[src/sv/ifds_pkg.sv]
package ifds_pkg;

  // Frame layout
  localparam logic [7:0] NEWLINE_BYTE = 8'd10;
  localparam int unsigned FRAME_BODY = 11;
  localparam int unsigned NUM_AXES = 5;
  localparam logic [3:0] COUNT_POS = 4'd10;
  localparam logic [3:0] TERM_POS = 4'd11;

  // Result status codes
  localparam logic [1:0] STATUS_OK = 2'd0;
  localparam logic [1:0] STATUS_SYNC = 2'd1;
  localparam logic [1:0] STATUS_ZERO = 2'd2;

  // Axis order inside a frame
  localparam logic [2:0] AXIS_GYRO_X = 3'd0;
  localparam logic [2:0] AXIS_GYRO_Z = 3'd1;
  localparam logic [2:0] AXIS_ACC_X = 3'd2;
  localparam logic [2:0] AXIS_ACC_Y = 3'd3;
  localparam logic [2:0] AXIS_ACC_Z = 3'd4;

  // Configuration register indexes
  localparam logic [2:0] CFG_GYRO_OFFSET = 3'd0;
  localparam logic [2:0] CFG_GYRO_SCALE = 3'd1;
  localparam logic [2:0] CFG_ACC_XY_OFFSET = 3'd2;
  localparam logic [2:0] CFG_ACC_Z_OFFSET = 3'd3;
  localparam logic [2:0] CFG_ACC_SCALE = 3'd4;

  // Configuration reset values
  localparam logic [23:0] RST_GYRO_OFFSET = 24'd97690;
  localparam logic [23:0] RST_GYRO_SCALE = 24'd94287;
  localparam logic [23:0] RST_ACC_XY_OFFSET = 24'd131072;
  localparam logic [23:0] RST_ACC_Z_OFFSET = 24'd194622;
  localparam logic [23:0] RST_ACC_SCALE = 24'd663027;

  // Frame queue depth between deframer and scaler
  localparam int unsigned QUEUE_DEPTH = 2;

  typedef struct packed {
    logic [23:0] gyro_offset;
    logic [23:0] gyro_scale;
    logic [23:0] acc_xy_offset;
    logic [23:0] acc_z_offset;
    logic [23:0] acc_scale;
  } cfg_t;

  // One deframed frame, ready for scaling
  typedef struct packed {
    logic [1:0] status;
    logic [7:0] count;
    logic [NUM_AXES-1:0][15:0] sums;
  } job_t;

  // Queue status seen by both sides
  typedef struct packed {
    logic full;
    logic empty;
  } queue_stat_t;

endpackage

[src/sv/ifds_queue.sv]
module ifds_queue
  import ifds_pkg::*;
#(
  parameter int unsigned Depth = QUEUE_DEPTH
) (
  input  logic        clk_i,
  input  logic        rst_ni,
  input  logic        push_i,
  input  job_t        push_job_i,
  input  logic        pop_i,
  output job_t        pop_job_o,
  output queue_stat_t stat_o
);

  localparam int unsigned PtrW = (Depth > 1) ? $clog2(Depth) : 1;
  localparam int unsigned CntW = $clog2(Depth + 1);
  localparam logic [PtrW-1:0] LastPtr = PtrW'(Depth - 1);
  localparam logic [CntW-1:0] FullCnt = CntW'(Depth);

  job_t           slot_q [Depth];
  logic [PtrW-1:0] wr_q, rd_q;
  logic [CntW-1:0] cnt_q;
  logic            do_push, do_pop;

  assign stat_o.full = (cnt_q == FullCnt);
  assign stat_o.empty = (cnt_q == '0);
  assign do_push = push_i && !stat_o.full;
  assign do_pop = pop_i && !stat_o.empty;
  assign pop_job_o = slot_q[rd_q];

  // Advance pointers and fill level
  always_ff @(posedge clk_i or negedge rst_ni) begin
    if (!rst_ni) begin
      wr_q <= '0;
      rd_q <= '0;
      cnt_q <= '0;
    end else begin
      if (do_push) begin
        wr_q <= (wr_q == LastPtr) ? '0 : wr_q + PtrW'(1);
      end
      if (do_pop) begin
        rd_q <= (rd_q == LastPtr) ? '0 : rd_q + PtrW'(1);
      end
      if (do_push && !do_pop) begin
        cnt_q <= cnt_q + CntW'(1);
      end else if (do_pop && !do_push) begin
        cnt_q <= cnt_q - CntW'(1);
      end
    end
  end

  always_ff @(posedge clk_i) begin
    if (do_push) begin
      slot_q[wr_q] <= push_job_i;
    end
  end

endmodule

[config.mk]
export PLATFORM = sky130hd
export DESIGN_NAME = ifds_queue
export DESIGN_NICKNAME = d
export VERILOG_FILES = /design/src/sv/ifds_pkg.sv /design/src/sv/ifds_queue.sv
export SDC_FILE = /design/constraint.sdc
export NUM_CORES = 1
export LEC_CHECK = 0
export BUFFER_PORTS_ARGS = -buffer_cell sky130_fd_sc_hd__buf_2
export CORE_MARGIN = 1
export CORE_UTILIZATION = 49
export DETAILED_ROUTE_END_ITERATION = 7
export GPL_TIMING_DRIVEN = 0
export PLACE_DENSITY = 0.73
export SLEW_MARGIN = 20
export SYNTH_ARGS = -nofsm -noshare
export SYNTH_HDL_FRONTEND = slang
export SYNTH_SLANG_ARGS = --single-unit
[constraint.sdc]
create_clock -name clk_i -period 6 [get_ports clk_i]
set_clock_uncertainty 0.1 [all_clocks]
set_input_delay 0.3 -clock clk_i [delete_from_list [all_inputs] [get_ports clk_i]]
set_output_delay 0.3 -clock clk_i [all_outputs]
set_load 0.01 [all_outputs]
Word level (Yosys, flattened, before mapping)

Memories as Yosys holds them, arrays and structs flattened.
Cells that the tools add are included.

Register bits after elaboration: 4
Input bits: 94
Output and inout port bits: 92
Memories kept: 1
Bits in latches: 0
Memory bits (writable): 180
Memory bits (read-only): 0
Logic and storage cells: 25

Bitwise operators: 0
Multipliers: 0
Reduce and logical (&&, ||, !) cells: 10
Equality and inequality tests: 1
Divide/modulo/power cells: 0
Muxes and demuxes: 6
Order comparisons: 0
Add/sub/neg operators: 4
Shift-type cells: 0

Memories:

| name   | depth | bits a word | rd ports | clocked after memory_dff | write ports | RTL line         | RTL |
|---|---|---|---|---|---|---|---|
| slot_q | 2     | 90          | 1        | 0                        | 1           | ifds_queue.sv:20 | `job_t slot_q [Depth];` |

Operators by type and width:

| kind                                             | count |
|---|---|
| logical AND 1 bit                                | 4 |
| logical NOT 1 bit                                | 4 |
| two-way mux 1 bit                                | 4 |
| two-way mux 2 bit                                | 2 |
| adder 1 bit, second input constant               | 2 |
| adder 2 x 1 -> 2 bit, second input constant      | 1 |
| == test 2 bit, second input constant             | 1 |
| logical NOT 2 bit                                | 1 |
| nonzero test 2 bit                               | 1 |
| subtractor 2 x 1 -> 2 bit, second input constant | 1 |

Depth between registers and ports, before layout

Word-level depth: 7
Depth in mapped cells: 7
Mapped depth without buffers: 7

Least setup slack after synthesis

Ideal clock, no wire load.

Path type: reg2reg
From: register cnt_q[0]
To: memory slot_q[0][0] (netlist name), enable pin
Setup time: 0.539 ns
Cell stages (with the launch flop): 4
Path slack: 0.967 ns
Arrival: 4.394 ns
Cell sequence: dfrtp_1 nand2b_1 nand2_1 nor2_1

Longest elaborated chain between the ends: 5

RTL lines:

| item                                    | RTL line         | RTL |
|---|---|---|
| start: declaration                      | ifds_queue.sv:22 | `logic [CntW-1:0] cnt_q;` |
| start signal: assignment                | ifds_queue.sv:45 | `cnt_q <= cnt_q + CntW'(1);` |
| start signal: assignment                | ifds_queue.sv:47 | `cnt_q <= cnt_q - CntW'(1);` |
| == test 2 bit                           | ifds_queue.sv:25 | `assign stat_o.full = (cnt_q == FullCnt);` |
| logical NOT 1 bit                       | ifds_queue.sv:27 | `assign do_push = push_i && !stat_o.full;` |
| logical AND 1 bit                       | ifds_queue.sv:27 |  |
| two-way mux 1 bit                       | ifds_queue.sv:53 | `if (do_push) begin` |
| two-way mux 1 bit (not written as such) | ifds_queue.sv:54 | `slot_q[wr_q] <= push_job_i;` |
| end: declaration                        | ifds_queue.sv:20 |  |

No other way between the ends.

Worst setup path in the final report

From: register cnt_q[0]
To: memory slot_q[0][15] (netlist name), enable pin

The elaborated chain is that of the path after synthesis.

==> impl_metrics.ini <==
[outcome]
status = finished, final reports clean

[final_layout]
diodes = 0
syn_to_final_growth_pct = 39.4
final_layout_size_suffix_gt1_frac = 0.525
nNetsFinal = 694
ff_latch_area_um2 = 5510
finalNonFillerCells = 792
fillers = 861
multiInputGateArea_um2 = 1450

[logic_synthesis]
syn_area_um2 = 7140
synthFlopType = edfxtp_1
synth_mux_area_frac = 0.189
synth_top_area_share = 0.757
yosysMostFrequentCell = edfxtp_1
seq_area_frac_synth = 0.771
ys_warn_count = 0
yosys.area.top_type = edfxtp_1
synthSimpleGateAreaFrac = 0.00385
syn_area_per_cell_um2 = 23.9
synthXorXnorAreaFrac = 0.00613
ys_seq_elements = 184
async_reset_ff_frac = 0.0217
netlist_top_cells_count = edfxtp_1, mux2_4, buf_12
synth_compound_area_frac = 0.000701
syn_nets = 394
synth_fa_ha_area_frac = 0.00175
synth_area_leaders = edfxtp_1, mux2_4, buf_12
syn-instance-count = 299
synth_enable_flop_cells = 180
yosysUniqueCellTypes = 15
synth_top_family_by_area = multiplexers

[critical_path]
critPathCapture = slot_q[0][15]$_DFFE_PP_
startpoint = cnt_q[0]$_DFFE_PN0P_
crit_path_max_fanout = 22
start_kind = register
r2r_cells = 5
cp.arrival_ns = 2.11
path_class = reg -> reg
reg2reg_slack_ns = 3.91
r2r_end = slot_q[0][15]$_DFFE_PP_
reg2reg_from = cnt_q[0]$_DFFE_PN0P_
cp-end-kind = register
required_ns = 6.02

[routing]
wire_per_inst_um = 16.6
drtAntennaViolNets = 0
drt-initial-drc-count = 155
vias = 3763
first_pass_iters = 4
via_per_inst = 4.75
drc = 0
wl_um = 13100

[clock_tree]
cts_made_buffers = 17
htree_levels = 4
cts_sinks = 184
ctsRootBufferMaster = clkbuf_16
ctsResizeCount = 0
clkLatencyLatePin_ns = 0.41
cts.clk_slew.worst_paths_ns = 0.07
cts-hold-fix-buffers = 91
post_cts_buffers = 0
cts_buffer_depth = 2
cts_tree = yes

[sta]
hold_viol = 0
slew_headroom = 0.580
worst_slew_pin_slew_ns = 0.630
finalCriticalPeriod_ns = 2.09
period_share = 0.349
rsz0062_at_grt = no
holdWs_ns = 0.132
finalWorstSetupSlack_ns = 3.91
maxSlewViolCount = 0
max_freq_ghz = 0.478
setup_viol = 0

[power]
p_leak_nw = 4.06
internal_power_mw = 3.31
comb_power_share = 0.359
ir_worst_vdd_mv = 0.282
powerDensity_nw_per_um2 = 463
switchingPower_mw = 1.30
p_clk_frac = 0.243
seqPwrFrac = 0.398
switching_share = 0.282
total_power_mw = 4.61

[placement]
hpwl_um = 7980
gp_congestion = 0.673
port_buffers = 185
place_ws_ns = 3.89
dp_cells = 669

[worst_hold_path]
hold_path.class = in -> async

[floorplanning]
die_h_um = 123
dieWidth_um = 123
row_count = 43
die-area_um2 = 15100
initial_core_util = 0.509
ioPinCount = 186
core_um2 = 14000

[grt]
globalRouteOverflowTotal = 0
grt_pass1_wl_um = 19100
grt_max_degree = 50
antenna_found_initial = 0
grtUsageTotal = 0.177
first_global_vias = 3909

[job]
max_cap_viol_count = 0
how the worst min path moves through the flow:
stage | end | slack [ns] | cells past startpoint
2_1_floorplan | cnt_q[0]$_DFFE_PN0P_ | -0.1 | 0
3_3_place_gp | wr_q$_DFFE_PN0P_ | 0.007 | 1
3_5_place_dp | cnt_q[1]$_DFFE_PN0P_ | 0.02 | 1
4_1_cts | cnt_q[1]$_DFFE_PN0P_ | 0.09 | 2
5_1_grt | cnt_q[1]$_DFFE_PN0P_ | 0.13 | 2
6_report | cnt_q[1]$_DFFE_PN0P_ | 0.13 | 2
layout by cell type (no fill, tap or decap):
cell type / instances
mux2_4: 89
buf_16: 5
buf_2: 185
and3_4: 1
nor2_1: 2
buf_6: 1
dfrtp_1: 4
clkinv_2: 2
edfxtp_1: 180
xor2_1: 2
xnor2_1: 3
inv_1: 2
ha_1: 1
clkbuf_16: 17
clkinvlp_4: 2
clkinv_4: 1
nand2_1: 1
inv_8: 1
nand2b_1: 1
o21ai_0: 1
inv_6: 3
buf_12: 9
dlygate4sd3_1: 91
mux2_2: 1
bufinv_16: 3
nor2_4: 1
clkinv_1: 3
state kept, by name (all words and copies together), names as in the netlist:
signal and flops:
slot_q 180, cnt_q 2, rd_q 1, wr_q 1
worst max-delay path: stages, from the launching register on:
cell,delay [ns]
dfrtp_1,0.44
nand2b_1,0.17
nand2_1,0.14
nor2_4,0.51
buf_16,0.24
buf_16,0.18
per-stage QoR:
stage	setup TNS (ns)	util	area (um2)
after floorplan	0	-	7140
after global placement	-101.96	0.590	8290
after detailed placement	0	0.601	8440
after CTS	0	0.709	9950
after global routing	0	0.709	9950
final	0	0.709	9950
power groups by stage:
| stage | clock network, mW | logic, mW | registers, mW |
|---|---|---|---|
| finish | 1.12 | 1.65 | 1.84 |
| global route | 1.19 | 1.76 | 1.86 |
| CTS | 1.14 | 1.67 | 1.84 |
| detailed placement | 0 | 1.62 | 1.86 |
| global placement | 0 | 1.52 | 1.90 |
| floorplan | 0 | 1.09 | 1.87 |
per-layer routing:
metal,up-vias,GRT usage,part of all wire
li1,1790,-,-
met1,1833,0.189,0.38
met4,0,0.0838,0.015
met5,-,0,0
met3,15,0.0497,0.057
met2,125,0.321,0.54
kinds of logic (layout without fill, tap and decap cells):
kind of cell / Yosys count / after routing
fa+ha+maj: 1 / 1
xor+xnor: 5 / 5
mux: 90 / 90
simple gates: 6 / 6
compound gates: 1 / 1
buf+inv: 12 / 325
flops: 184 / 184
layout make-up:
class | count | area share
clock inverters | 15 | 0.0174
clock buffers | 17 | 0.0428
inverters | 2 | 0.000754
multi-input cells | 103 | 0.146
flip-flops and latches | 184 | 0.553
plain buffers | 10 | 0.0192
well taps | 180 | 0.0226
repair buffers | 281 | 0.198
(Power assumes the default switching activity.)
