--- src/sv/ifds_pkg.sv ---
package ifds_pkg;

  // Frame layout
  localparam logic [7:0] NEWLINE_BYTE = 8'd10;
  localparam int unsigned FRAME_BODY = 11;
  localparam int unsigned NUM_AXES = 5;
  localparam logic [3:0] COUNT_POS = 4'd10;
  localparam logic [3:0] TERM_POS = 4'd11;

  // Result status codes
  localparam logic [1:0] STATUS_OK = 2'd0;
  localparam logic [1:0] STATUS_SYNC = 2'd1;
  localparam logic [1:0] STATUS_ZERO = 2'd2;

  // Axis order inside a frame
  localparam logic [2:0] AXIS_GYRO_X = 3'd0;
  localparam logic [2:0] AXIS_GYRO_Z = 3'd1;
  localparam logic [2:0] AXIS_ACC_X = 3'd2;
  localparam logic [2:0] AXIS_ACC_Y = 3'd3;
  localparam logic [2:0] AXIS_ACC_Z = 3'd4;

  // Configuration register indexes
  localparam logic [2:0] CFG_GYRO_OFFSET = 3'd0;
  localparam logic [2:0] CFG_GYRO_SCALE = 3'd1;
  localparam logic [2:0] CFG_ACC_XY_OFFSET = 3'd2;
  localparam logic [2:0] CFG_ACC_Z_OFFSET = 3'd3;
  localparam logic [2:0] CFG_ACC_SCALE = 3'd4;

  // Configuration reset values
  localparam logic [23:0] RST_GYRO_OFFSET = 24'd97690;
  localparam logic [23:0] RST_GYRO_SCALE = 24'd94287;
  localparam logic [23:0] RST_ACC_XY_OFFSET = 24'd131072;
  localparam logic [23:0] RST_ACC_Z_OFFSET = 24'd194622;
  localparam logic [23:0] RST_ACC_SCALE = 24'd663027;

  // Frame queue depth between deframer and scaler
  localparam int unsigned QUEUE_DEPTH = 2;

  typedef struct packed {
    logic [23:0] gyro_offset;
    logic [23:0] gyro_scale;
    logic [23:0] acc_xy_offset;
    logic [23:0] acc_z_offset;
    logic [23:0] acc_scale;
  } cfg_t;

  // One deframed frame, ready for scaling
  typedef struct packed {
    logic [1:0] status;
    logic [7:0] count;
    logic [NUM_AXES-1:0][15:0] sums;
  } job_t;

  // Queue status seen by both sides
  typedef struct packed {
    logic full;
    logic empty;
  } queue_stat_t;

endpackage

--- src/sv/ifds_front.sv ---
module ifds_front
  import ifds_pkg::*;
(
  input  logic        clk_i,
  input  logic        rst_ni,
  input  logic        in_valid_i,
  output logic        in_stall_o,
  input  logic [7:0]  rx_byte_i,
  input  queue_stat_t q_stat_i,
  output logic        push_o,
  output job_t        push_job_o
);

  logic       hunting_q, hunting_d;
  logic [3:0] idx_q, idx_d;
  logic [7:0] store_q [FRAME_BODY];
  logic       accept;
  logic       at_term;

  assign in_stall_o = q_stat_i.full;
  assign accept = in_valid_i && !in_stall_o;
  assign at_term = (idx_q >= TERM_POS);
  assign push_o = accept && !hunting_q && at_term;

  // Classify the frame at its terminator
  always_comb begin
    push_job_o.count = store_q[COUNT_POS];
    for (int k = 0; k < NUM_AXES; k++) begin
      push_job_o.sums[k] = {store_q[2*k], store_q[2*k+1]};
    end
    if (rx_byte_i != NEWLINE_BYTE) begin
      push_job_o.status = STATUS_SYNC;
    end else if (store_q[COUNT_POS] == 8'd0) begin
      push_job_o.status = STATUS_ZERO;
    end else begin
      push_job_o.status = STATUS_OK;
    end
  end

  // Hunt for newline, then walk through the frame
  always_comb begin
    hunting_d = hunting_q;
    idx_d = idx_q;
    if (accept) begin
      if (hunting_q) begin
        if (rx_byte_i == NEWLINE_BYTE) begin
          hunting_d = 1'b0;
          idx_d = 4'd0;
        end
      end else if (!at_term) begin
        idx_d = idx_q + 4'd1;
      end else begin
        idx_d = 4'd0;
        if (rx_byte_i != NEWLINE_BYTE) begin
          hunting_d = 1'b1;
        end
      end
    end
  end

  always_ff @(posedge clk_i or negedge rst_ni) begin
    if (!rst_ni) begin
      hunting_q <= 1'b1;
      idx_q <= 4'd0;
    end else begin
      hunting_q <= hunting_d;
      idx_q <= idx_d;
    end
  end

  // Capture frame body beats
  always_ff @(posedge clk_i) begin
    if (accept && !hunting_q && !at_term) begin
      store_q[idx_q] <= rx_byte_i;
    end
  end

endmodule

--- config.mk ---
export PLATFORM = sky130hd
export DESIGN_NAME = ifds_front
export DESIGN_NICKNAME = d
export VERILOG_FILES = /design/src/sv/ifds_pkg.sv /design/src/sv/ifds_front.sv
export SDC_FILE = /design/constraint.sdc
export NUM_CORES = 1
export LEC_CHECK = 0
export BUFFER_PORTS_ARGS = -buffer_cell sky130_fd_sc_hd__buf_4
export CAP_MARGIN = 20
export CORE_ASPECT_RATIO = 0.8
export CORE_MARGIN = 1.5
export CORE_UTILIZATION = 30
export DETAILED_ROUTE_END_ITERATION = 10
export PLACE_DENSITY = 0.49
export SLEW_MARGIN = 20
export SYNTH_ARGS = -nofsm -noshare
export SYNTH_HDL_FRONTEND = slang
export SYNTH_SLANG_ARGS = --single-unit
--- constraint.sdc ---
create_clock -name clk_i -period 1.7 [get_ports clk_i]
set_input_delay 0.34 -clock clk_i [delete_from_list [all_inputs] [get_ports clk_i]]
set_output_delay 0.34 -clock clk_i [all_outputs]
set_load 0.01 [all_outputs]
After elaboration in Yosys (flattened, before gate mapping)

Memory sizes are Yosys's and may differ from the RTL's.
Cells that the tools add are included.

RAM bits: 88
Memories kept: 1
Output and inout port bits: 92
Bits of input ports: 13
Register bits after elaboration: 5

Memories:

| memory  | words | bits a word | rd ports | clocked after memory_dff | write ports | line             | text |
|---|---|---|---|---|---|---|---|
| store_q | 11    | 8           | 11       | 0                        | 1           | ifds_front.sv:16 | `logic [7:0] store_q [FRAME_BODY];` |

$lt $le $gt $ge: 1
Add/subtract/negate cells: 1
Mux-type cells: 11
Reduce and logical (&&, ||, !) cells: 9
Eq/ne operators: 3

Operator list:

| operator              | count |
|---|---|
| $mux W4               | 3 |
| $eq A8 B4 Y1 const B  | 1 |
| $logic_not A8 Y1      | 1 |
| $ne A8 B4 Y1 const B  | 1 |
| $mux W1               | 6 |
| $add A4 B1 Y4 const B | 1 |
| $ge A4 B4 Y1 const B  | 1 |
| $logic_and A1 B1 Y1   | 4 |
| $mux W2               | 2 |
| $logic_not A1 Y1      | 3 |
| $ne A2 B1 Y1 const B  | 1 |
| $reduce_and A2 Y1     | 1 |

Logic depth before layout (Yosys ltp)

Gate-level depths: netlist of run 1.

Word-level depth: 6
Gate-level depth with buffers: 4
Gate-level depth less buffers: 4

Worst setup path before layout of run 1

OpenSTA, ideal clock, no wires.

Path type: input to output
From: in rx_byte_i[0]
To: out push_job_o[89] (netlist bit)
Arrival time: 1.238 ns
Slack: 0.122 ns
Buffers on the path: 0
Cell stages on the path: 3
Data required time: 1.360 ns
Cell sequence: or4bb_1 -> nor2_1 -> and3_1

RTL lines:

| what            | line             | text |
|---|---|---|
| start, declared | ifds_front.sv:8  | `input logic [7:0] rx_byte_i,` |
| end, declared   | ifds_front.sv:11 | `output job_t push_job_o` |

==> impl_summary.md, run 1 <==
Timing
The relative max-transition margin is 77.40%. The highest clock rate is 566.0 MHz. Setup repair after global routing could not meet its margin everywhere. Counting I/O delays and the setup requirement, the final critical path takes 1.767 ns.

The worst setup margin is -0.06676 ns. The slew of the pin with the lowest slew margin is 0.3390 ns. The max-slew violation count came to 0. The number of hold violations in the final report is 0. The setup violation total in the final timing report is 1.

Setup total negative slack on the finished layout was measured at -0.06676 ns. The post-route fraction of the period consumed by the critical path is 103.9%. Across the routed clock network, the largest skew measured is 0.004861 ns.

Synth
The post-synthesis sequential area ratio is 88.38%. After synthesis, the netlist uses 29 different library cells. The share of async-settable or async-resettable flops after synthesis is 5.376%. By count the netlist is led by edfxtp_1, and2_1, inv_1. The number of warnings reported in the yosys synthesis log is 0. Ranked by total cell area, the synthesized netlist is headed by edfxtp_1, dfrtp_1, and2_1. Synthesis produced 148 cells. After synthesis, the largest area contributor takes up 84.35% of total cell area. The number of flops mapped to enable cells by yosys is 88. The most frequently used cell type in the post-synthesis netlist is edfxtp_1. The register bit total from synthesis is 93. The mean post-synth cell area is 21.17 µm².

The number of nets produced by synthesis is 165. The biggest area contributor in the post-synthesis netlist is edfxtp_1. Summing every instance area after synthesis gives 0.003133 mm². The top flip-flop cell by instance count after synthesis is edfxtp_1.

Finish
The proportion of layout cells with a drive suffix above 1 is 53.72%. The final layout contains 308 nets. The repair_antennas step left the layout with diodes totalling 0. After routing the design area is 0.004826 mm².

The area overhead of the layout relative to synthesis is 54.03%.

Drt
The number of vias per cell after detailed routing is 4.362. The DRC violation total after the first TritonRoute iteration is 154. The overall via count from detail_route is 1,902. In this run the remaining antenna-violating nets after routing total 0. The first detailed-routing pass took 4 iterations. Summed over all layers, the routed wires come to 7726 µm. The mean routed wirelength per cell is 17.72 µm. After detailed routing, the number of remaining DRC violations is 0.

Status
The flow ran to the end, but the final reports show violations. The final reports fail on negative setup slack.

Worst setup path
The required time of the critical path is 1.36 ns. In this run the worst path has a maximum fanout of 3. The worst setup path is captured at an output port. STA classifies the critical path startpoint as an input port. The classification of the worst setup path is input port to output port. STA puts the critical path data arrival time at 1.43 ns.

Die
The number of placement rows is 33. The die footprint is 0.01107 mm². Once the floorplan was initialized, standard cells occupied 30.72% of the core. The width of the die is 117.3 µm. The I/O pin count is 105. The floorplan step defined a core boundary enclosing 0.01020 mm². The vertical extent of the die is 94.41 µm.

Clock tree
For the worst-skew pair, the clock arrives at the later sink with an insertion delay of 0.33 ns. The clock tree from TritonCTS is yes. The number of clock buffers added by TritonCTS is 9. The tree is rooted in a clkbuf_16. The H-tree depth is 3. After clock tree synthesis, the clock-pin slew on the worst setup and hold paths is 0.06 ns.

The clock passes through at most 2 buffers. The clock sink count is 93.

Pwr
The static leakage is 1.844 nW. The largest voltage drop on the vdd net is 0.4170 mV. In this run switching power makes up 20.71% of total power. The share of total power in the clock network is 42.1%. In this run the power density over the cells is 988.0 mW/mm². The analysis attributes to net switching a power of 0.0009876 W. In this run, flip-flops and latches consume 53.1% of the power. The total power consumption of the routed design is 0.004768 W. The internal portion of total power is 0.003780 W. The combinational power share is 4.7%.

Min path
The path type of the worst min-delay path is input port to asynchronous set/reset pin.

Global route
Global routing consumed, over all layers together, 14.36% of the routing resources. The via count of the first global-routing pass came to 1,777. Entering global routing, the biggest net connects 18 pins.

The overall overflow remaining after global route is 0. The first global-routing pass estimated 10,950 µm of wire. The initial antenna violation count came to 0.

Placed design
Detailed placement finished with a half-perimeter wire length of 5253 µm. Port buffering added 103 buffers. At the end of routability-driven placement, the weighted congestion stood at 0.8130. The cell area after placement is 0.004417 mm².

Run
The number of max-capacitance violations reported is 0.
-- registers in the layout, summed over array words and instances, names as in the netlist --
name	count
idx_q	4
hunting_q	1
store_q	88
-- stage by stage --
stage | util [%] | setup WS, ns | hold slack [ns] | std cells
finish | 47.32 | -0.06676 | 0.3438 | 436
global route | 47.32 | -0.09076 | 0.3511 | 436
CTS | 46.85 | -0.06490 | 0.3300 | 434
detailed placement | 43.31 | -0.1734 | 0.1501 | 417
global placement | 43.31 | -0.1672 | 0.1503 | 417
floorplan | - | 0.1221 | 0.04441 | 148
-- per-layer routing --
metal,vias up,routed length (µm),global-route usage [%]
li1,869,-,-
met2,75,3614,21.95
met3,10,516,4.621
met4,0,140,4.418
met5,-,0,0
met1,948,3454,19.59
-- critical path: stages --
cell and delay [ns]:
buf_6 0.09, or4_4 0.56, nor2_4 0.15, and3_4 0.18, buf_6 0.10
-- cells in the final DEF, fill, tap and decap left out, types with 2 or more instances in the layout --
master / n
clkbuf_16: 9
edfxtp_1: 88
ha_1: 3
nor4_2: 3
buf_4: 116
nor2b_1: 2
buf_6: 6
o21ai_1: 2
inv_1: 5
nor2_1: 2
and2_1: 12
and3_1: 2
inv_6: 2
o21ai_0: 3
dfrtp_1: 4
buf_12: 11
-- logic make-up after synthesis --
kind of cell             share of synthesized area [%]
AND/OR/NAND/NOR                                  6.709
buffers and inverters                           0.9984
flip-flops                                       88.38
AO/OA/AOI/OAI                                    2.317
adder cells (fa/ha/maj)                          1.598
-- worst paths after layout --
| check | from | to | slack [ns] | cells past startpoint |
|---|---|---|---|---|
| max | rx_byte_i[5] | push_job_o[89] | -0.07 | 5 |
| max reg2reg | idx_q[2]$_DFFE_PN0P_ | store_q[2][4]$_DFFE_PP_ | 0.10 | 4 |
| min reg2reg | idx_q[3]$_DFFE_PN0P_ | idx_q[3]$_DFFE_PN0P_ | 0.65 | 2 |
| min in group clk_i | rx_byte_i[4] | store_q[6][4]$_DFFE_PP_ | 0.38 | 2 |
| max in group asynchronous | rst_ni | hunting_q$_DFFE_PN1P_ | 1.15 | 2 |
| min | rst_ni | idx_q[3]$_DFFE_PN0P_ | 0.34 | 2 |
-- cell type report --
class / instances / area (µm²)
repair buffers: 134 / 1169
flip-flops and latches: 93 / 2769
well taps: 140 / 175.2
clock buffers: 9 / 225.2
inverters: 5 / 18.77
fillers: 881 / 5373
multi-input cells: 48 / 390.4
clock inverters: 7 / 78.83
-- power by group through the flow --
stage / logic (W) / clock network, W / registers [W]
after CTS: 0.000215 / 0.00205 / 0.00253
after global placement: 0.000195 / 0 / 0.00258
after global routing: 0.000250 / 0.00213 / 0.00254
final: 0.000225 / 0.00201 / 0.00253
after floorplan: 0.0000610 / 0 / 0.00258
after detailed placement: 0.000198 / 0 / 0.00258
-- repair_timing --
item                                    CTS  global route
resized for setup                        12             6
pin swaps                                 3             4
endpoints found under the hold margin     5             0
endpoints found under the setup margin    3             3
hold buffers                              1             0
buffers inserted                          0             2
Power figures use the tool's default switching activity.
==> run 2, diff against run 1 <==
- CORE_MARGIN: 1.5 -> 5
==> impl_summary.md, run 2 (same netlist as run 1, synthesis figures left out) <==
Status
Status: complete, but fails checks (unchanged). Failing checks: negative setup slack (unchanged).

Clock tree
The number of buffers created by CTS is 9 (unchanged). The post-CTS clock slew at the launch and capture registers of the worst setup and hold paths was 0.06 ns (about the same). The library cell used as clock root buffer is clkbuf_16 (unchanged).

The H-tree depth came to 3 (unchanged). The maximum count of clock buffers along a single path is 2 (unchanged). The clock sink count came to 93 (unchanged).

The clock latency of the later-clocked register in the worst-skew pair came to 0.34 ns (was 0.33 ns). The clock tree from TritonCTS is yes (unchanged).

Placed design
The number of cells after detailed placement is 415 (was 417). The count of input and output buffers is 103 (unchanged). The total half-perimeter wirelength after legalization and detailed placement came to 5563 µm (was 5253 µm). The global placement routability congestion is 0.8208 (was 0.8130).

Pwr
The switching power of the nets is 0.0009825 W (was 0.0009876 W). The relative contribution of sequential cells to total power is 54.9% (was 53.1%). The share of total power in the clock network is 40.2% (was 42.1%). The largest voltage drop on the vdd net is 0.4891 mV (was 0.4170 mV). The total power consumption of the routed design is 0.004609 W (was 0.004768 W). The total power divided by cell area was 966.1 mW/mm² (was 988.0 mW/mm²). The internal portion of total power is 0.003626 W (was 0.003780 W).

The combinational power share was 4.9% (was 4.7%). The switching portion of total power is 21.32% (was 20.71%). The static leakage is 1.825 nW (was 1.844 nW).

Worst setup path
The sum of buffers and inverters on the critical path came to 2 (unchanged). Chain of cells forming the critical path: buf_6 > or4_4 > nor2_4 > and3_4 > buf_6 (unchanged). The peak fanout along the critical path was 3 (unchanged). The largest stage delay on the critical path is 0.57 ns (was 0.56 ns). The reg-to-reg setup timing slack is 0.09 ns (was 0.10 ns). The type of origin of the critical path is an input port (unchanged). The critical path data arrival time is 1.48 ns (was 1.43 ns). The required time of the critical path is 1.36 ns (about the same).

The endpoint class of the critical path is an output port (unchanged). The classification of the worst setup path is input port to output port (unchanged). The cell type group with the largest total delay on the critical path is simple AND/OR/NAND/NOR gates (unchanged). The cell repeated most along the worst path is buf_6 (unchanged). The worst-path cell with the longest stage delay is or4_4 (unchanged).

Global route
The global routing usage on met3 is 5.271% (was 4.621%). The overall overflow remaining after global route came to 0 (unchanged). The global-route usage over all layers was 12.58% (was 14.36%). The initial antenna violation count is 0 (unchanged). The via count of the first global-routing pass is 1,895 (was 1,777). The met1 track demand over resource was 18.03% (was 19.59%). The met2 usage in global routing is 17.90% (was 21.95%). The layer carrying the most global-route usage is met1 (was met2).

The first-pass GRT wire length came to 11,830 µm (was 10,950 µm). The pin count of the biggest net entering global routing is 18 (unchanged).

Drt
The DRC violation total after the first TritonRoute iteration is 209 (was 154). The number of detailed-routing iterations run before antenna repair is 4 (unchanged). The overall via count from detail_route is 1,876 (was 1,902). The mean routed wirelength per cell is 18.07 µm (was 17.72 µm). The remaining routing DRC violations was 0 (unchanged). The wire length after detailed routing is 7859 µm (was 7726 µm).

The number of nets still failing antenna checks after routing is 0 (unchanged). The number of vias per cell after detailed routing is 4.313 (was 4.362).

Timing
The final critical path time including I/O delays and setup came to 1.819 ns (was 1.767 ns). The relative max-transition margin is 80.65% (was 77.40%). The number of hold violations in the final report is 0 (unchanged). The worst clock skew on the final layout is 0.006038 ns (was 0.004861 ns).

The max-slew violation count is 0 (unchanged). The highest clock rate was 549.7 MHz (was 566.0 MHz). The worst setup margin was -0.1191 ns (was -0.06676 ns). The setup violation total in the final timing report is 2 (was 1). The slew of the pin with the lowest slew margin is 0.2876 ns (was 0.3390 ns). The post-route fraction of the period consumed by the critical path was 107.0% (was 103.9%).

Unrepaired setup endpoints after global routing: yes (unchanged).

Finish
The number of antenna diodes is 0 (unchanged). The most common cell after layout, fill and taps aside was buf_4 (unchanged). Commonest cells after routing, fill and taps aside: buf_4, edfxtp_1, clkbuf_16, buf_12, and2_1 (was buf_4, edfxtp_1, and2_1).

The number of flip-flops in the largest register is 88 (unchanged). The final non-filler cell total is 435 (was 436). The area overhead of the layout relative to synthesis came to 52.28% (was 54.03%). Top flop regs: store_q x88, idx_q x4, hunting_q x1 (unchanged). The proportion of layout cells with a drive suffix above 1 was 55.93% (was 53.72%). The number of nets in the layout came to 307 (was 308). The largest register by flop count is store_q (unchanged).

The count of fill cells added during filler insertion is 910 (was 881).

Run
The number of max-capacitance violations reported is 0 (unchanged).

Die
The die footprint was 0.01260 mm² (was 0.01107 mm²). The initial core utilization came to 30.60% (was 30.72%). The vertical extent of the die was 101.4 µm (was 94.41 µm). The width of the die is 124.3 µm (was 117.3 µm).

The I/O pin count is 105 (unchanged). The floorplan core area is 0.01024 mm² (was 0.01020 mm²). The number of placement rows was 33 (unchanged).

Min path
The path type of the worst min-delay path is input port to asynchronous set/reset pin (unchanged).
## run 2: timing repair
| item | CTS | global route |
|---|---|---|
| buffers inserted | 3 | 1 |
| pin swaps | 5 | 4 |
| hold buffers | 1 | 0 |
| endpoints found under the hold margin | 5 | 0 |
| setup endpoints to repair | 3 | 43 |
| resized for setup | 14 | 10 |
## run 2: per-stage QoR
stage               cell area [µm²]  hold WS (ns)  utilization, %  worst slack, ns  setup TNS, ns
floorplan                      3133       0.04441               -           0.1221              0
global placement               4377        0.1501           42.74          -0.2464        -0.4120
detailed placement             4377        0.1478           42.74          -0.2320        -0.4524
CTS                            4747        0.3283           46.36          -0.1472        -0.1915
global route                   4771        0.3503           46.59          -0.1319        -0.2532
finish                         4771        0.3400           46.59          -0.1191        -0.2170
## run 2: power groups by stage
stage / combinational, W / clock (W) / sequential, W
6_report: 0.000224 / 0.00185 / 0.00253
4_1_cts: 0.000221 / 0.00191 / 0.00253
2_1_floorplan: 0.0000610 / 0 / 0.00258
3_5_place_dp: 0.000201 / 0 / 0.00258
3_3_place_gp: 0.000198 / 0 / 0.00258
5_1_grt: 0.000249 / 0.00201 / 0.00253
## run 2: worst paths after layout
| check | from | end | depth (start not counted) |
|---|---|---|---|
| max reg2reg | idx_q[1]$_DFFE_PN0P_ | store_q[8][1]$_DFFE_PP_ | 6 |
| max | rx_byte_i[6] | push_job_o[89] | 5 |
| min | rst_ni | idx_q[0]$_DFFE_PN0P_ | 2 |
| min in group clk_i | rx_byte_i[7] | store_q[7][7]$_DFFE_PP_ | 2 |
| min reg2reg | idx_q[3]$_DFFE_PN0P_ | idx_q[3]$_DFFE_PN0P_ | 2 |
| max in group asynchronous | rst_ni | hunting_q$_DFFE_PN1P_ | 2 |
## run 2: per-layer routing
layer,vias up,part of all wire (%)
met4,0,0.66
met3,6,6.8
met1,937,49
met2,71,43
li1,862,-
met5,-,0
## run 2: final cells by class
class / instances / area (µm²) / area share, %
Clock inverter: 7 / 56.30 / 1.180
Sequential cell: 93 / 2769 / 58.04
Inverter: 5 / 18.77 / 0.3934
Timing Repair Buffer: 133 / 1136 / 23.81
Multi-Input combinational cell: 48 / 390.4 / 8.183
Tap cell: 140 / 175.2 / 3.672
Clock buffer: 9 / 225.2 / 4.721
==> run 3, diff against run 2 <==
- BUFFER_PORTS_ARGS: -buffer_cell sky130_fd_sc_hd__buf_4 -> -buffer_cell sky130_fd_sc_hd__buf_2
- CAP_MARGIN: 20 -> 10
==> impl_summary.md, run 3 (same netlist as run 1, synthesis figures left out) <==
Die
The I/O pin count is 105 (unchanged). The width of the die is 124.3 µm (unchanged). The vertical extent of the die came to 101.4 µm (unchanged). The floorplan core area came to 0.01024 mm² (unchanged). The initial core utilization came to 30.60% (unchanged). The die footprint is 0.01260 mm² (unchanged). The number of placement rows is 33 (unchanged).

Clock tree
The library cell used as clock root buffer is clkbuf_16 (unchanged). The clock latency of the later-clocked register in the worst-skew pair was 0.33 ns (was 0.34 ns). The number of buffers created by CTS came to 9 (unchanged). The post-CTS clock slew at the launch and capture registers of the worst setup and hold paths was 0.06 ns (about the same). The clock sink count is 93 (unchanged).

The clock tree from TritonCTS is yes (unchanged). The maximum count of clock buffers along a single path is 2 (unchanged). The H-tree depth is 3 (unchanged).

Finish
The area overhead of the layout relative to synthesis is 45.77% (was 52.28%). The number of flip-flops in the largest register was 88 (unchanged). The most common cell after layout, fill and taps aside is buf_2 (was buf_4).

Commonest cells after routing, fill and taps aside: buf_2, edfxtp_1, buf_4 (was buf_4, edfxtp_1, clkbuf_16, buf_12, and2_1). The post-layout instance area is 0.004567 mm² (was 0.004771 mm²). The number of nets in the layout is 307 (unchanged). Top flop regs: store_q x88, idx_q x4, hunting_q x1 (unchanged). The number of antenna diodes is 0 (unchanged).

The proportion of layout cells with a drive suffix above 1 is 54.58% (was 55.93%). The largest register by flop count is store_q (unchanged).

Pwr
The internal portion of total power is 0.003917 W (was 0.003626 W). The share of total power in the clock network is 43.4% (was 40.2%). The static leakage was 1.772 nW (was 1.825 nW).

The switching power of the nets is 0.0009604 W (was 0.0009825 W). The total power divided by cell area was 1068 mW/mm² (was 966.1 mW/mm²). The total power consumption of the routed design was 0.004878 W (was 0.004609 W).

The relative contribution of sequential cells to total power was 52.0% (was 54.9%). The switching portion of total power is 19.69% (was 21.32%). The largest voltage drop on the vdd net is 0.4326 mV (was 0.4891 mV). The combinational power share is 4.7% (was 4.9%).

Worst setup path
The largest stage delay on the critical path is 0.56 ns (was 0.57 ns). The endpoint class of the critical path is an output port (unchanged). The type of origin of the critical path is an input port (unchanged). The classification of the worst setup path is input port to output port (unchanged).

The worst-path cell with the longest stage delay is or4_4 (unchanged). The critical path data arrival time is 1.45 ns (was 1.48 ns). The launch point of the worst reg-to-reg path was idx_q[0]$_DFFE_PN0P_ (was idx_q[1]$_DFFE_PN0P_). Chain of cells forming the critical path: buf_6 > or4_4 > nor2_4 > and3_1 > buf_2 (was buf_6 > or4_4 > nor2_4 > and3_4 > buf_6). The reg-to-reg setup timing slack came to 0.06 ns (was 0.09 ns). The required time of the critical path came to 1.36 ns (about the same). The sum of buffers and inverters on the critical path is 2 (unchanged).

The total number of cells along the worst setup path came to 5 (unchanged). The peak fanout along the critical path is 3 (unchanged). The cell type group with the largest total delay on the critical path is simple AND/OR/NAND/NOR gates (unchanged).

The path depth of the worst reg2reg path is 6 (unchanged). The reg-to-reg critical path endpoint was store_q[10][1]$_DFFE_PP_ (was store_q[8][1]$_DFFE_PP_).

Placed design
The cell area after placement is 0.004119 mm² (was 0.004377 mm²). The count of input and output buffers was 103 (unchanged). The global placement routability congestion is 0.8074 (was 0.8208). The total half-perimeter wirelength after legalization and detailed placement was 5466 µm (was 5563 µm).

Timing
The slew of the pin with the lowest slew margin is 0.3485 ns (was 0.2876 ns). The max-slew violation count is 0 (unchanged). The worst setup margin is -0.09231 ns (was -0.1191 ns). The number of hold violations in the final report is 0 (unchanged). The final critical path time including I/O delays and setup is 1.792 ns (was 1.819 ns). Unrepaired setup endpoints after global routing: yes (unchanged).

The relative max-transition margin is 76.72% (was 80.65%). The worst clock skew on the final layout was 0.005755 ns (was 0.006038 ns). The post-route fraction of the period consumed by the critical path is 105.4% (was 107.0%). The highest clock rate came to 557.9 MHz (was 549.7 MHz). The setup violation total in the final timing report was 2 (unchanged).

Drt
The number of detailed-routing iterations run before antenna repair came to 4 (unchanged). The remaining routing DRC violations is 0 (unchanged). The DRC violation total after the first TritonRoute iteration came to 178 (was 209). The number of nets still failing antenna checks after routing is 0 (unchanged).

The mean routed wirelength per cell came to 17.66 µm (was 18.07 µm). The number of vias per cell after detailed routing was 4.278 (was 4.313). The wire length after detailed routing is 7681 µm (was 7859 µm).

The overall via count from detail_route came to 1,861 (was 1,876).

Run
The number of max-capacitance violations reported is 0 (unchanged).

Global route
The initial antenna violation count is 0 (unchanged). The pin count of the biggest net entering global routing is 17 (was 18). The global-route usage over all layers came to 12.36% (was 12.58%). The via count of the first global-routing pass is 1,861 (was 1,895).

The first-pass GRT wire length is 11,500 µm (was 11,830 µm). The overall overflow remaining after global route is 0 (unchanged).

Status
Status: complete, but fails checks (unchanged). Failing checks: negative setup slack (unchanged).

Min path
The path type of the worst min-delay path is input port to asynchronous set/reset pin (unchanged).
run 3: changes by cell type in the layout (fill, tap and decap cells not counted), sizes merged:
cell and change:
clkinv -2, clkbuf +1, inv -1, bufinv +2
run 3: final cells by class:
| type | instances | area, µm² |
|---|---|---|
| clock inverter | 6 | 93.84 |
| fill | 938 | 5673 |
| multi-input combinational | 48 | 394.1 |
| inverter | 5 | 18.77 |
| sequential | 93 | 2769 |
| timing repair buffer | 133 | 887.1 |
| clock buffer | 10 | 229.0 |
| tap | 140 | 175.2 |
run 3: layer usage:
metal	GRT usage [%]	share of wire [%]
met1	17.38	46
met5	0	0
met2	17.90	44
met4	3.538	0.98
met3	4.797	8.8
run 3: timing repair:
| action | CTS | global route |
|---|---|---|
| pin swaps | 5 | 5 |
| gates cloned | 0 | 0 |
| setup endpoints to repair | 3 | 27 |
| gates resized for setup | 13 | 9 |
| hold buffers | 1 | 0 |
| buffers inserted | 4 | 0 |
| hold endpoints to repair | 4 | 0 |
run 3: worst max path at each step:
| stage | start | end | slack (ns) |
|---|---|---|---|
| floorplan | rx_byte_i[0] | push_job_o[89] | 0.12 |
| global placement | rx_byte_i[0] | push_job_o[89] | -0.30 |
| detailed placement | rx_byte_i[0] | push_job_o[89] | -0.28 |
| CTS | rx_byte_i[2] | push_job_o[89] | -0.12 |
| global route | rx_byte_i[7] | push_job_o[89] | -0.15 |
| finish | rx_byte_i[7] | push_job_o[89] | -0.09 |
run 3: power groups by stage:
stage	Sequential (W)	Combinational, W	Clock, W
after global routing	0.00254	0.000251	0.00225
after global placement	0.00258	0.000190	0
final	0.00253	0.000229	0.00211
after CTS	0.00253	0.000215	0.00216
after floorplan	0.00258	0.0000610	0
after detailed placement	0.00258	0.000191	0
run 3: worst reg2reg max path, stage by stage (launching register included):
cell and delay [ns]:
dfrtp_1 0.42, ha_4 0.19, buf_4 0.15, nor2_2 0.12, and3_4 0.20, and2_4 0.16
buf_12 0.12
run 3: stage by stage:
step	TNS (ns)	hold slack (ns)	util, %	setup slack (ns)	std cells
floorplan	0	0.04441	-	0.1221	148
CTS	-0.2212	0.3515	44.20	-0.1164	435
global route	-0.2920	0.3852	44.60	-0.1522	435
detailed placement	-0.5567	0.1734	40.22	-0.2806	415
global placement	-0.5323	0.1684	40.22	-0.3049	415
finish	-0.1718	0.3628	44.60	-0.09231	435
